<file path="config.mk">
export PLATFORM = sky130hd
export DESIGN_NAME = url_percent_decoder_top
export DESIGN_NICKNAME = d
export VERILOG_FILES = /design/src/upd_pkg.sv /design/src/upd_decode.sv /design/src/url_percent_decoder_top.sv
export SDC_FILE = /design/constraint.sdc
export NUM_CORES = 1
export LEC_CHECK = 0
export BUFFER_PORTS_ARGS = -buffer_cell sky130_fd_sc_hd__buf_4
export CAP_MARGIN = 20
export CORE_MARGIN = 4
export CORE_UTILIZATION = 55
export DETAILED_ROUTE_END_ITERATION = 10
export GPL_TIMING_DRIVEN = 1
export PLACE_DENSITY = 0.74
export SLEW_MARGIN = 10
export SYNTH_ARGS = -nofsm -noshare
export SYNTH_HDL_FRONTEND = slang
export SYNTH_SLANG_ARGS = --single-unit
</file>
<file path="constraint.sdc">
create_clock -name clk_i -period 4.36 [get_ports clk_i]
set_input_delay 0.654 -clock clk_i [delete_from_list [all_inputs] [get_ports clk_i]]
set_output_delay 0.654 -clock clk_i [all_outputs]
set_load 0.02 [all_outputs]
</file>
<file path="src/upd_pkg.sv">
// Package for the URL percent decoder: payload structs, decode state and constants.
// No dependencies; used by upd_decode and url_percent_decoder_top.
`default_nettype none

package upd_pkg;

  localparam int unsigned MAX_LEN = 4096;

  localparam logic [7:0] CHAR_PCT   = 8'h25;
  localparam logic [7:0] CHAR_PLUS  = 8'h2B;
  localparam logic [7:0] CHAR_SPACE = 8'h20;

  typedef enum logic [1:0] {
    PH_TEXT = 2'd0,
    PH_PCT  = 2'd1,
    PH_HEX1 = 2'd2
  } upd_phase_e;

  typedef struct packed {
    logic [7:0] in_byte;
    logic       in_last;
  } upd_in_t;

  typedef struct packed {
    logic [7:0]  out_byte;
    logic        out_valid;
    logic        run_last;
    logic        string_end;
    logic        bad_escape;
    logic [12:0] unit_count;
  } upd_out_t;

  typedef struct packed {
    upd_phase_e  phase;
    logic [3:0]  high_nibble;
    logic [12:0] written_count;
    logic [12:0] units_seen;
    logic        error_seen;
  } upd_state_t;

endpackage

`default_nettype wire

</file>
<file path="src/upd_decode.sv">
// Per-byte decode logic: next string state and up to two results for one input byte.
// Depends on upd_pkg.
`default_nettype none

module upd_decode (
  input  upd_pkg::upd_state_t st_i,
  input  logic [7:0]          byte_i,
  input  logic                last_i,
  input  logic [12:0]         cap_i,
  output upd_pkg::upd_state_t st_o,
  output upd_pkg::upd_out_t   res0_o,
  output upd_pkg::upd_out_t   res1_o,
  output logic [1:0]          n_o
);

  function automatic logic [4:0] hex_decode(input logic [7:0] b);
    // bit 4 set: b is a hex digit, low nibble is its value
    logic [7:0] t;
    t = 8'd0;
    if (b >= 8'h30 && b <= 8'h39) begin
      t = b - 8'h30;
      return {1'b1, t[3:0]};
    end
    if (b >= 8'h41 && b <= 8'h46) begin
      t = b - 8'h37;
      return {1'b1, t[3:0]};
    end
    if (b >= 8'h61 && b <= 8'h66) begin
      t = b - 8'h57;
      return {1'b1, t[3:0]};
    end
    return 5'd0;
  endfunction

  logic [4:0]  hx;
  logic        active;
  logic        emit_lit;
  logic        do_plain;
  logic        emit_main;
  logic [7:0]  main_byte;
  logic [13:0] wc_plus1;
  logic [1:0]  n;
  upd_pkg::upd_out_t r0;
  upd_pkg::upd_out_t r1;
  upd_pkg::upd_state_t st;

  always_comb begin
    st        = st_i;
    hx        = hex_decode(byte_i);
    wc_plus1  = {1'b0, st_i.written_count} + 14'd1;
    active    = !st_i.error_seen && (st_i.written_count < cap_i);
    emit_lit  = 1'b0;
    do_plain  = 1'b0;
    emit_main = 1'b0;
    main_byte = byte_i;
    r0        = '0;
    r1        = '0;
    n         = 2'd0;

    if (active) begin
      unique case (st_i.phase)
        upd_pkg::PH_PCT: begin
          if (hx[4]) begin
            st.high_nibble = hx[3:0];
            st.phase       = upd_pkg::PH_HEX1;
          end else begin
            st.phase = upd_pkg::PH_TEXT;
            emit_lit = 1'b1;
            do_plain = wc_plus1 < {1'b0, cap_i};
          end
        end
        upd_pkg::PH_HEX1: begin
          st.phase = upd_pkg::PH_TEXT;
          if (hx[4]) begin
            emit_main = 1'b1;
            main_byte = {st_i.high_nibble, hx[3:0]};
          end else begin
            st.error_seen = 1'b1;
          end
        end
        default: begin
          st.phase = upd_pkg::PH_TEXT;
          do_plain = 1'b1;
        end
      endcase
    end

    if (do_plain) begin
      if (st_i.units_seen != 13'h1FFF) begin
        st.units_seen = st_i.units_seen + 13'd1;
      end
      if (byte_i == upd_pkg::CHAR_PCT) begin
        st.phase = upd_pkg::PH_PCT;
      end else begin
        emit_main = 1'b1;
        main_byte = (byte_i == upd_pkg::CHAR_PLUS) ? upd_pkg::CHAR_SPACE : byte_i;
      end
    end

    // literal percent goes first, decoded byte second
    if (emit_lit) begin
      r0.out_byte  = upd_pkg::CHAR_PCT;
      r0.out_valid = 1'b1;
      n            = 2'd1;
      if (emit_main) begin
        r1.out_byte  = main_byte;
        r1.out_valid = 1'b1;
        n            = 2'd2;
      end
    end else if (emit_main) begin
      r0.out_byte  = main_byte;
      r0.out_valid = 1'b1;
      n            = 2'd1;
    end
    st.written_count = st_i.written_count + {11'd0, n};

    if (last_i) begin
      if (n == 2'd2) begin
        r1.string_end = 1'b1;
        r1.bad_escape = st.error_seen;
        r1.unit_count = st.error_seen ? 13'd0 : st.units_seen;
      end else begin
        // status rides on the only result, or on an empty one
        r0.string_end = 1'b1;
        r0.bad_escape = st.error_seen;
        r0.unit_count = st.error_seen ? 13'd0 : st.units_seen;
        n             = 2'd1;
      end
      st = '0;
    end

    if (n == 2'd2) begin
      r1.run_last = 1'b1;
    end else begin
      r0.run_last = 1'b1;
    end

    st_o   = st;
    res0_o = r0;
    res1_o = r1;
    n_o    = n;
  end

endmodule

`default_nettype wire

</file>
<file path="src/url_percent_decoder_top.sv">
// URL percent decoder top level: string state, capacity register and result queue.
// Depends on upd_pkg and upd_decode.
// Results are registered in the result queue before they appear on out_valid_o.
// Throughput: one byte per cycle while the queue holds at most one result; a byte giving two
// results (literal percent) holds in_ready_o low while the three-entry result queue drains.
// Reset: string state cleared, queue emptied, max_out set to 4096.
`default_nettype none

module url_percent_decoder_top (
  input  logic               clk_i,
  input  logic               rst_ni,
  input  logic               in_valid_i,
  output logic               in_ready_o,
  input  upd_pkg::upd_in_t   in_data_i,
  output logic               out_valid_o,
  input  logic               out_ready_i,
  output upd_pkg::upd_out_t  out_data_o,
  input  logic               cfg_we_i,
  input  logic [12:0]        cfg_wdata_i
);

  localparam int unsigned QDepth = 3;

  upd_pkg::upd_state_t st_q, st_d;
  logic [12:0]         max_out_q;
  logic [12:0]         cap;
  upd_pkg::upd_out_t   res0, res1;
  logic [1:0]          n_res;
  upd_pkg::upd_out_t   q_q [QDepth];
  upd_pkg::upd_out_t   q_d [QDepth];
  logic [1:0]          cnt_q, cnt_d;
  logic [1:0]          base;
  logic                acc;
  logic                pop;

  assign cap = (max_out_q < 13'(upd_pkg::MAX_LEN)) ? max_out_q : 13'(upd_pkg::MAX_LEN);

  upd_decode u_decode (
    .st_i   (st_q),
    .byte_i (in_data_i.in_byte),
    .last_i (in_data_i.in_last),
    .cap_i  (cap),
    .st_o   (st_d),
    .res0_o (res0),
    .res1_o (res1),
    .n_o    (n_res)
  );

  assign in_ready_o  = cnt_q <= 2'd1;
  assign acc         = in_valid_i && in_ready_o;
  assign out_valid_o = cnt_q != 2'd0;
  assign out_data_o  = q_q[0];
  assign pop         = out_valid_o && out_ready_i;

  always_comb begin
    for (int i = 0; i < QDepth; i++) begin
      q_d[i] = q_q[i];
    end
    if (pop) begin
      q_d[0] = q_q[1];
      q_d[1] = q_q[2];
    end
    base  = cnt_q - {1'b0, pop};
    cnt_d = base;
    if (acc) begin
      if (n_res != 2'd0) begin
        q_d[base] = res0;
      end
      if (n_res == 2'd2) begin
        q_d[base + 2'd1] = res1;
      end
      cnt_d = base + n_res;
    end
  end

  always_ff @(posedge clk_i or negedge rst_ni) begin
    if (!rst_ni) begin
      st_q      <= '0;
      cnt_q     <= 2'd0;
      max_out_q <= 13'(upd_pkg::MAX_LEN);
    end else begin
      cnt_q <= cnt_d;
      if (acc) begin
        st_q <= st_d;
      end
      if (cfg_we_i) begin
        max_out_q <= cfg_wdata_i;
      end
    end
  end

  always_ff @(posedge clk_i) begin
    for (int i = 0; i < QDepth; i++) begin
      q_q[i] <= q_d[i];
    end
  end

  a_out_hold: assert property (@(posedge clk_i) disable iff (!rst_ni)
    (out_valid_o && !out_ready_i) |=> (out_valid_o && $stable(out_data_o)))
    else $error("stalled result changed before its transaction");

  a_last_clears: assert property (@(posedge clk_i) disable iff (!rst_ni)
    (acc && in_data_i.in_last) |=> (st_q == '0))
    else $error("string state not cleared after last byte");

  a_end_is_run_last: assert property (@(posedge clk_i) disable iff (!rst_ni)
    (out_valid_o && out_data_o.string_end) |-> out_data_o.run_last)
    else $error("string end result is not the last of its byte");

  a_err_idle_phase: assert property (@(posedge clk_i) disable iff (!rst_ni)
    st_q.error_seen |-> (st_q.phase == upd_pkg::PH_TEXT))
    else $error("escape phase active after error");

endmodule

`default_nettype wire
</file>
==> results.json, run 1 <==
{
  "outcome": "complete, no violations",
  "clk_path_buf_depth": 2,
  "maxCapViolCount": 0,
  "netlist_area_um2": 7640,
  "combPwrFrac": 0.424,
  "rows": 42,
  "syn_area_per_cell_um2": 9.09,
  "synthCells": 841,
  "synthArstFlopShare": 0.390,
  "place_congestion": 0.928,
  "p_seq_frac": 0.340,
  "ys_seq_elements": 123,
  "vdd_drop_max_mv": 0.281,
  "syn_to_final_growth_pct": 18.8,
  "holdWs_ns": 0.261,
  "syn_nets": 905,
  "synthAdderAreaFrac": 0.0616,
  "routed_wl_um": 20500,
  "drive_gt1_frac": 0.236,
  "layout.nets": 967,
  "period_needed_ns": 4.13,
  "synth-xor-area-share": 0.0355,
  "die-area_um2": 15800,
  "hpwlAfterDp_um": 14900,
  "ys_seq_area_frac": 0.387,
  "static-leakage-power_nw": 3.88,
  "synth_compound_area_frac": 0.185,
  "die_x_um": 126,
  "htreeDepth": 4,
  "yosys.area_share.simple": 0.186,
  "hold_viol": 0,
  "critPathKind": "reg -> reg",
  "switchingPower_mw": 2.27,
  "muxShareOfSynthArea": 0.0848,
  "fin_cells": 1092,
  "dpl.cell_count": 1056,
  "cts_sinks": 123,
  "critPathRequiredTime_ns": 4.71,
  "grt_use_met1": 0.332,
  "synth_edf_count": 25,
  "ys_warn_count": 0,
  "drtAntennaViolNets": 0,
  "antenna_found_initial": 0,
  "clockPowerShare": 0.235,
  "hp-class": "in -> async",
  "port_buffers": 53,
  "synth_top_area_frac": 0.154,
  "place_ws_ns": -0.00664,
  "yosysMostFrequentCell": "nand2_1",
  "internal_power_mw": 3.46,
  "tightest_slew_ns": 0.868,
  "core_um2": 13400,
  "crit_path_start_kind": "register",
  "grt.total_usage": 0.257,
  "power.density_nw_per_um2": 632,
  "drt_iter0_markers": 785,
  "p_sw_frac": 0.396,
  "numCtsBuffers": 17,
  "clk_pin_slew_ns": 0.06,
  "firstDrtPassIters": 5,
  "io_pins": 54,
  "cp_max_fo": 4,
  "holdBufCountCts": 0,
  "grt-busiest-layer": "met2",
  "insertion_delay_ns": 0.42,
  "grt_pass1_wl_um": 33200,
  "relSlewSlack": 0.419,
  "initial_utilization": 0.570,
  "maxSlewViolCount": 0,
  "antenna_cells": 0,
  "setup_viol": 0,
  "synthFlopType": "dfxtp_1",
  "grt_pass1_vias": 6716,
  "grt_overflow": 0,
  "r2r_slack_ns": 0.23,
  "grtUsageMet3": 0.0381,
  "grt_util_met2": 0.429,
  "drc": 0,
  "worst_clock_skew_ns": 0.00501,
  "synthTopCellsByCount": "nand2_1 (104), nor2_1 (56), dfxtp_1 (50), o21ai_0 (50), mux2i_1 (49)",
  "synth_top_cell_by_area": "dfrtp_1",
  "synth_cell_type_count": 83,
  "grt_max_degree": 49,
  "synth_top_family_by_area": "simple AND/OR/NAND/NOR gates",
  "cts_tree": "yes",
  "root_buffer": "clkbuf_16",
  "cp-end-kind": "register",
  "max_freq_ghz": 0.242,
  "p_total_mw": 5.73,
  "finalSetupTns_ns": 0,
  "rsz0062_at_grt": "no",
  "ys_top_cells_by_area": "dfrtp_1 (15%), dfxtp_1 (13%), edfxtp_1 (9.8%)",
  "routed_via_density": 6.26,
  "setup_ws_ns": 0.227,
  "via_count": 6837,
  "avgRoutedWirePerCell_um": 18.8,
  "fp.dieH_um": 126,
  "critPathArrivalTime_ns": 4.48,
  "post-route-period-util": 0.948
}
flip-flops by register name, summed over array words and instances (netlist names):
name,count
q_q,75
st_q,33
max_out_q,13
cnt_q,2
final cells by class:
type                    instances  area, um^2
clock buffers                  17         425
clock inverters                15         140
fillers                      1075        4330
inverters                      26        97.6
multi-input cells             626        4390
flip-flops and latches        123        2960
well taps                     176         220
repair buffers                109         843
metrics by stage:
stage / utilization / instance area [um^2]
2_1_floorplan: - / 7670
3_3_place_gp: 0.621 / 8330
3_5_place_dp: 0.621 / 8330
4_1_cts: 0.664 / 8900
5_1_grt: 0.677 / 9070
6_report: 0.677 / 9070
cells in the final DEF (no fill, tap or decap), types with 7 or more instances in the layout:
cell type,synthesis,routed
a21oi_1,35,29
a21o_1,7,7
o21ai_0,50,49
edfxtp_1,25,25
a22oi_1,12,12
nor2_1,56,50
dfxtp_1,50,50
xor2_1,11,11
a211oi_1,8,8
nand2_1,104,102
ha_1,36,32
mux2_2,14,14
mux2i_1,49,49
xnor2_1,20,20
nor3_1,18,13
nand3_1,35,28
o22ai_1,38,38
dfrtp_1,47,45
clkbuf_16,0,17
inv_1,23,23
or3_1,11,9
buf_4,27,107
nand3_2,1,8
nand4_1,14,14
final timing paths:
check	cells past startpoint	to	start
min in group clk_i	2	max_out_q[11]$_DFFE_PN0P_	cfg_wdata_i[11]
worst max-delay path	21	st_q[26]$_DFFE_PN0P_	st_q[14]$_DFFE_PN0P_
worst min register to register	2	q_q[0][14]$_DFF_P_	q_q[0][39]$_DFF_P_
worst min-delay path	1	st_q[1]$_DFFE_PN0P_	rst_ni
worst max register to register	21	st_q[26]$_DFFE_PN0P_	st_q[14]$_DFFE_PN0P_
max in group asynchronous	1	st_q[19]$_DFFE_PN0P_	rst_ni
layer usage:
metal / part of all wire / vias to the layer above / wire length, um
met1: 0.41 / 3276 / 8430
li1: - / 3209 / -
met2: 0.49 / 304 / 10100
met4: 0.027 / 0 / 549
met5: 0 / - / 0
met3: 0.071 / 48 / 1450
repair_timing:
item / CTS / global route
setup buffers: 0 / 4
endpoints found under the hold margin: 0 / 0
pin swaps: 0 / 6
gates resized for setup: 3 / 35
endpoints found under the setup margin: 5 / 86
power by group through the flow:
stage | Sequential [mW] | Clock, mW | Combinational [mW]
2_1_floorplan | 1.86 | 0 | 1.79
3_3_place_gp | 1.93 | 0 | 2.28
3_5_place_dp | 1.96 | 0 | 2.35
4_1_cts | 1.94 | 1.37 | 2.38
5_1_grt | 2.00 | 1.42 | 2.66
6_report | 1.95 | 1.35 | 2.43
critical path, stage by stage (launching register included):
cell      delay (ns)
dfrtp_1         0.36
ha_2            0.20
nand3_2         0.12
nor2_4          0.13
nand3_2         0.13
nor2_2          0.12
xor2_1          0.07
ha_1            0.31
nand3_1         0.12
a21oi_2         0.14
o211ai_2        0.13
o211ai_2        0.19
nor2_1          0.07
or2_4           0.27
ha_4            0.28
ha_2            0.19
fa_2            0.22
nand4_1         0.16
nor2_2          0.23
nand3_2         0.12
or3_1           0.34
a21oi_1         0.14
logic make-up after synthesis:
| kind of cell | Yosys count |
|---|---|
| fa+ha+maj | 37 |
| mux | 63 |
| compound gates | 208 |
| flops | 123 |
| simple gates | 287 |
| buf+inv | 92 |
| xor+xnor | 31 |
Note: power is estimated with default switching activity, not from simulation.
==> inputs of run 2 (changes only) <==
--- a/config.mk
+++ b/config.mk
@@ -5,10 +5,11 @@
 export SDC_FILE = /design/constraint.sdc
 export NUM_CORES = 1
 export LEC_CHECK = 0
+export ABC_AREA = 1
 export BUFFER_PORTS_ARGS = -buffer_cell sky130_fd_sc_hd__buf_4
 export CAP_MARGIN = 20
 export CORE_MARGIN = 4
-export CORE_UTILIZATION = 55
+export CORE_UTILIZATION = 56
 export DETAILED_ROUTE_END_ITERATION = 10
 export GPL_TIMING_DRIVEN = 1
 export PLACE_DENSITY = 0.74
==> run 2 against run 1 <==
Against the previous run: critical path depth up 3; via count is 25% higher; highest routed layer unchanged; flip-flop and latch count unchanged; largest power group unchanged; critical endpoint is now st_q[24]$_DFFE_PN0P_.
==> results.json, run 2 <==
{
  "cp_num_buf_inv": 2,
  "internal_power_mw": 3.94,
  "p_total_mw": 7.22,
  "ys_top_cells_by_area": "nand2_1 (13%), dfrtp_1 (13%), dfxtp_1 (11%)",
  "cp_max_fo": 6,
  "grt_overflow": 0,
  "dpl_cell_area_um2": 9410,
  "utilization": 0.655,
  "largest_reg_flops": 75,
  "avgRoutedWirePerCell_um": 15.9,
  "vdd_drop_max_mv": 0.388,
  "outcome": "complete, no violations",
  "cp-end-kind": "register",
  "grt.total_usage": 0.267,
  "synthCells": 1272,
  "synth_top_family_by_area": "simple AND/OR/NAND/NOR gates",
  "synth-xor-area-share": 0.0256,
  "cts_sinks": 123,
  "synth_top_cell_by_area": "nand2_1",
  "final_common_cell": "nand2_1",
  "routed_via_density": 5.60,
  "layout.nets": 1364,
  "hold_viol": 0,
  "startpoint": "st_q[14]$_DFFE_PN0P_",
  "top_register": "q_q",
  "insertion_delay_ns": 0.43,
  "drtAntennaViolNets": 0,
  "syn_to_final_growth_pct": 13.0,
  "die_x_um": 134,
  "p_sw_frac": 0.455,
  "crit_path_start_kind": "register",
  "cts_tree": "yes",
  "syn_area_per_cell_um2": 7.01,
  "grt_pass1_wl_um": 38900,
  "power.density_nw_per_um2": 717,
  "timing.rr.start": "st_q[14]$_DFFE_PN0P_",
  "final_cell_mix": "nand2_1 (315), inv_1 (129), nor2_1 (115), o21ai_0 (88), buf_4 (85)",
  "static-leakage-power_nw": 4.70,
  "fin_cells": 1524,
  "clk_path_buf_depth": 2,
  "fp.dieH_um": 134,
  "netlist_area_um2": 8910,
  "syn_nets": 1336,
  "ys_seq_area_frac": 0.331,
  "hpwlAfterDp_um": 16800,
  "numCtsBuffers": 17,
  "switchingPower_mw": 3.28,
  "largestRegisters": "q_q (75), st_q (33), max_out_q (13)",
  "grt_pass1_vias": 7815,
  "cp.depth": 24,
  "place_congestion": 0.942,
  "via_count": 8537,
  "core_um2": 15400,
  "setup_viol": 0,
  "period_needed_ns": 4.09,
  "rows": 45,
  "reg2reg_depth": 24,
  "synth_edf_count": 25,
  "synthArstFlopShare": 0.390,
  "hp-class": "in -> async",
  "io_pins": 54,
  "muxShareOfSynthArea": 0.0241,
  "max_freq_ghz": 0.245,
  "antenna_cells": 0,
  "critPathArrivalTime_ns": 4.39,
  "relSlewSlack": 0.432,
  "synthFlopType": "dfxtp_1",
  "root_buffer": "clkbuf_16",
  "port_buffers": 53,
  "synth_compound_area_frac": 0.149,
  "holdBufCountCts": 0,
  "synth_cell_type_count": 56,
  "die-area_um2": 18000,
  "layout.cell_area.non_filler_um2": 10100,
  "routed_wl_um": 24300,
  "htreeDepth": 4,
  "dpl.cell_count": 1488,
  "critPathKind": "reg -> reg",
  "p_seq_frac": 0.263,
  "clockPowerShare": 0.192,
  "critPathTopFamily": "simple AND/OR/NAND/NOR gates",
  "combPwrFrac": 0.545,
  "maxCapViolCount": 0,
  "drt_iter0_markers": 766,
  "ys_seq_elements": 123,
  "ys_warn_count": 0,
  "post-route-period-util": 0.938,
  "synth_top_area_frac": 0.133,
  "firstDrtPassIters": 5,
  "setup_ws_ns": 0.272,
  "tightest_slew_ns": 0.853,
  "grt_max_degree": 75,
  "maxSlewViolCount": 0,
  "antenna_found_initial": 0,
  "yosysMostFrequentCell": "nand2_1",
  "drive_gt1_frac": 0.164,
  "cpMaxStageDelayCell": "dfrtp_2",
  "synthTopCellsByCount": "nand2_1 (316), inv_1 (132), nor2_1 (120)",
  "critical_path.cell_chain": "ha_1 > nand3_1 > inv_1 > nand2_1 > nor2_1 > xor2_1 > ha_1 > nand2_1 > nor3_1 > nand2_1 > nand2_2 > nand2_4 > nand3_4 > nand2_8 > ha_1 > ha_1 > fa_1 > nor3b_2 > nand2_2 > inv_1 > nand2_1 > nor2_1 > o21ai_0 > a21oi_1",
  "slowest_delay_ns": 0.45,
  "clk_pin_slew_ns": 0.06,
  "yosys.area_share.simple": 0.310,
  "critPathRequiredTime_ns": 4.66,
  "drc": 0,
  "synthAdderAreaFrac": 0.0528,
  "initial_utilization": 0.580,
  "worst_clock_skew_ns": 0.0129,
  "place_ws_ns": 0.229
}
-- run 2: changes by cell type after synthesis, sizes merged, moves of 12 or more --
cell / before / now
mux2i: 49 / 8
nor2: 56 / 130
nand4: 14 / 36
clkbuf: 25 / 37
o21ai: 53 / 104
a21oi: 35 / 77
xor2: 11 / 23
nand2: 105 / 332
o22ai: 38 / 3
inv: 24 / 140
xnor2: 20 / 3
nand3: 36 / 84
-- run 2: layout make-up --
| cell class | count | area, um^2 |
|---|---|---|
| clock buffer | 27 | 557 |
| clock inverter | 5 | 26.3 |
| fill | 1424 | 5300 |
| inverter | 140 | 533 |
| multi-input combinational | 930 | 5030 |
| sequential | 123 | 2960 |
| tap | 211 | 264 |
| timing repair buffer | 88 | 698 |
-- run 2: repair_timing --
action	in CTS	in global routing
setup endpoints to repair	0	63
resized for setup	0	15
setup buffers	0	4
-- run 2: worst register-to-register path, cell delays in order (launching register included) --
cell	delay (ns)
dfrtp_2	0.45
ha_1	0.25
nand3_1	0.16
inv_1	0.07
nand2_1	0.11
nor2_1	0.06
xor2_1	0.14
ha_1	0.28
nand2_1	0.04
nor3_1	0.20
nand2_1	0.10
nand2_2	0.11
nand2_4	0.10
nand3_4	0.12
nand2_8	0.06
ha_1	0.31
ha_1	0.22
fa_1	0.39
nor3b_2	0.19
nand2_2	0.15
inv_1	0.09
nand2_1	0.12
nor2_1	0.06
o21ai_0	0.14
a21oi_1	0.06
-- run 2: final timing paths --
path                                        endpoint  slack (ns)
setup / recovery                st_q[24]$_DFFE_PN0P_        0.27
hold / removal             max_out_q[11]$_DFFE_PN0P_        0.24
setup reg to reg                st_q[24]$_DFFE_PN0P_        0.27
hold reg to reg                 st_q[27]$_DFFE_PN0P_        0.49
max in group asynchronous       st_q[16]$_DFFE_PN0P_        3.65
min in group clk_i          max_out_q[0]$_DFFE_PN0P_        0.46
-- run 2: logic make-up after synthesis --
logic type | Yosys count
AO/OA/AOI/OAI | 233
XOR/XNOR | 26
adder cells (fa/ha/maj) | 37
buffers and inverters | 219
flip-flops | 123
multiplexers | 20
AND/OR/NAND/NOR | 614
-- run 2: metal layers --
layer,part of all wire,global-route usage,wire length [um],up-vias
met3,0.079,0.0484,1920,54
met2,0.46,0.424,11300,346
met5,0,0,0,-
met1,0.43,0.370,10500,3902
li1,-,-,-,4235
met4,0.024,0.0928,595,0
-- run 2: through the flow --
stage	setup TNS, ns	hold slack [ns]
3_5_place_dp	0	0.483
5_1_grt	-0.0512	0.304
6_report	0	0.244
4_1_cts	0	0.269
3_3_place_gp	0	0.470
2_1_floorplan	0	0.358
-- run 2: power groups by stage --
stage	registers [mW]	clock network (mW)	logic (mW)
floorplan	1.84	0	2.97
global placement	1.90	0	3.77
detailed placement	1.91	0	3.83
CTS	1.89	1.39	3.87
global route	1.94	1.44	4.37
finish	1.90	1.38	3.93
==> inputs of run 3 (changes only) <==
--- a/config.mk
+++ b/config.mk
@@ -5,7 +5,6 @@
 export SDC_FILE = /design/constraint.sdc
 export NUM_CORES = 1
 export LEC_CHECK = 0
-export ABC_AREA = 1
 export BUFFER_PORTS_ARGS = -buffer_cell sky130_fd_sc_hd__buf_4
 export CAP_MARGIN = 20
 export CORE_MARGIN = 4
@@ -16,4 +15,5 @@
 export SLEW_MARGIN = 10
 export SYNTH_ARGS = -nofsm -noshare
 export SYNTH_HDL_FRONTEND = slang
+export SYNTH_HIERARCHICAL = 1
 export SYNTH_SLANG_ARGS = --single-unit
==> run 3 against run 2 <==
Against the previous run: critical endpoint is now q_q[0][27]$_DFF_P_; highest routed layer unchanged; register-to-register slack lost 0.16 ns; via count is 19% lower; worst setup slack worse by 0.16 ns; largest cell class unchanged; die area is 5.4% lower; final cell count down 23%; clock power about the same; fmax down 3.8%.
==> results.json, run 3 <==
{
  "synthFlopType": "dfxtp_1",
  "ys_seq_elements": 123,
  "largest_reg_flops": 75,
  "synth_top_area_frac": 0.153,
  "maxCapViolCount": 0,
  "p_total_mw": 5.02,
  "cp-end-kind": "register",
  "drc": 0,
  "crit_path_start_kind": "register",
  "dpl.cell_count": 1137,
  "r2r_slack_ns": 0.11,
  "fin_cells": 1177,
  "outcome": "complete, no violations",
  "relSlewSlack": 0.402,
  "tightest_slew_ns": 0.896,
  "synthArstFlopShare": 0.390,
  "synth_top_cell_by_area": "mux2i_1",
  "seqCellArea_um2": 2960,
  "wl_met1_um": 9510,
  "numCtsBuffers": 17,
  "layout.nets": 1042,
  "drtAntennaViolNets": 0,
  "worst_clock_skew_ns": 0.0160,
  "rows": 44,
  "hpwlAfterDp_um": 13300,
  "finalSetupTns_ns": 0,
  "drive_gt1_frac": 0.216,
  "routed_via_density": 5.88,
  "grt_overflow": 0,
  "drt_iter0_markers": 454,
  "antenna_cells": 0,
  "n_fill_cell": 1169,
  "cts_tree": "yes",
  "root_buffer": "clkbuf_16",
  "top_register": "q_q",
  "layout.cell_area.non_filler_um2": 9780,
  "routed_wl_um": 20300,
  "critPathArrivalTime_ns": 4.56,
  "vdd_drop_max_mv": 0.303,
  "syn_to_final_growth_pct": 16.4,
  "initial_utilization": 0.576,
  "final_cell_mix": "nand2_1 (176), mux2i_1 (123), buf_4 (92), dfxtp_1 (50), dfrtp_1 (44)",
  "yosysMostFrequentCell": "nand2_1",
  "grt_pass1_vias": 6441,
  "syn_nets": 1000,
  "cp_max_fo": 25,
  "holdBufCountCts": 0,
  "wl_met2_um": 9350,
  "ys_top_cells_by_area": "mux2i_1 (15%), dfrtp_1 (14%), dfxtp_1 (12%)",
  "insertion_delay_ns": 0.43,
  "largestRegisters": "q_q (75), st_q (33), max_out_q (13)",
  "dpl_cell_area_um2": 9010,
  "grt.total_usage": 0.239,
  "antenna_found_initial": 0,
  "core_um2": 14600,
  "period_needed_ns": 4.25,
  "multi_input_area_um2": 5080,
  "setup_viol": 0,
  "critPathKind": "reg -> reg",
  "post-route-period-util": 0.974,
  "wl_met3_um": 1040,
  "final_common_cell": "nand2_1",
  "static-leakage-power_nw": 4.41,
  "max_freq_ghz": 0.235,
  "synth_cell_type_count": 70,
  "die_x_um": 130,
  "top_layer": "met4",
  "die-area_um2": 17000,
  "hp-class": "in -> async",
  "grt_pass1_wl_um": 32500,
  "ys_seq_area_frac": 0.352,
  "netlist_area_um2": 8400,
  "setup_ws_ns": 0.112,
  "synth_edf_count": 25,
  "maxSlewViolCount": 0,
  "clk_path_buf_depth": 2,
  "power.density_nw_per_um2": 514,
  "io_pins": 54,
  "hold_viol": 0,
  "port_buffers": 53,
  "via_count": 6920,
  "htreeDepth": 4,
  "firstDrtPassIters": 5,
  "critPathRequiredTime_ns": 4.67,
  "synthTopCellsByCount": "nand2_1 (177), mux2i_1 (128), dfxtp_1 (50)",
  "avgRoutedWirePerCell_um": 17.3,
  "fp.dieH_um": 130,
  "ys_warn_count": 6,
  "place_congestion": 0.986,
  "cts_sinks": 123,
  "synthCells": 938,
  "grt_max_degree": 51,
  "clk_pin_slew_ns": 0.06,
  "place_ws_ns": 0.0556,
  "syn_area_per_cell_um2": 8.96
}
## run 3: final cells by class
cell class                 count  area share
multi-input combinational    713       0.519
sequential                   123       0.302
timing repair buffer          99      0.0839
clock buffer                  23      0.0521
tap                          184      0.0235
inverter                      26     0.00998
clock inverter                 9     0.00857
## run 3: timing repair
item                                    in CTS  in global routing
resized for setup                            0                 39
endpoints found under the setup margin       0                 68
buffers inserted                             0                  7
## run 3: critical path, stage by stage, from the launching register on
cell	delay (ns)
dfrtp_1	0.43
nand3_2	0.14
nor2_4	0.13
nand3_2	0.14
nor2_1	0.18
xor2_1	0.18
ha_1	0.28
a21oi_1	0.16
o21ai_0	0.17
a31oi_1	0.28
nand3_2	0.14
nor3_4	0.19
or2_4	0.17
ha_4	0.21
mux2i_2	0.18
inv_2	0.09
nand2b_4	0.17
or3_1	0.36
buf_12	0.20
mux2i_1	0.20
mux2i_1	0.10
## run 3: routing by layer
metal	global-route usage	up-vias
met2	0.373	230
met1	0.336	3262
met5	0	-
met3	0.0427	36
li1	-	3392
met4	0.0805	0
## run 3: worst paths after layout
kind                            cells after the start                  from                        to
worst max-delay path                               20  st_q[18]$_DFFE_PN0P_        q_q[0][27]$_DFF_P_
worst min-delay path                                1                rst_ni        cnt_q[0]$_DFF_PN0_
worst max register to register                     20  st_q[18]$_DFFE_PN0P_        q_q[0][27]$_DFF_P_
worst min register to register                      2  st_q[13]$_DFFE_PN0P_      st_q[13]$_DFFE_PN0P_
max in group asynchronous                           1                rst_ni      st_q[24]$_DFFE_PN0P_
min in group clk_i                                  2        cfg_wdata_i[3]  max_out_q[3]$_DFFE_PN0P_
## run 3: cell families after synthesis
kind of cell,synth area share
buf+inv,0.0648
mux,0.170
flops,0.352
fa+ha+maj,0.0530
simple gates,0.203
compound gates,0.137
xor+xnor,0.0209
## run 3: metrics by stage
stage,utilization,hold slack [ns]
after global placement,0.617,0.482
after detailed placement,0.617,0.489
after floorplan,-,0.358
final,0.670,0.257
after CTS,0.658,0.278
after global routing,0.670,0.308
## run 3: where the power goes
part	switching [mW]	internal [mW]	leakage, nW
Clock	0.531	0.877	0.281
Sequential	0.226	1.58	1.29
Combinational	0.988	0.822	2.84
Total	1.75	3.28	4.41
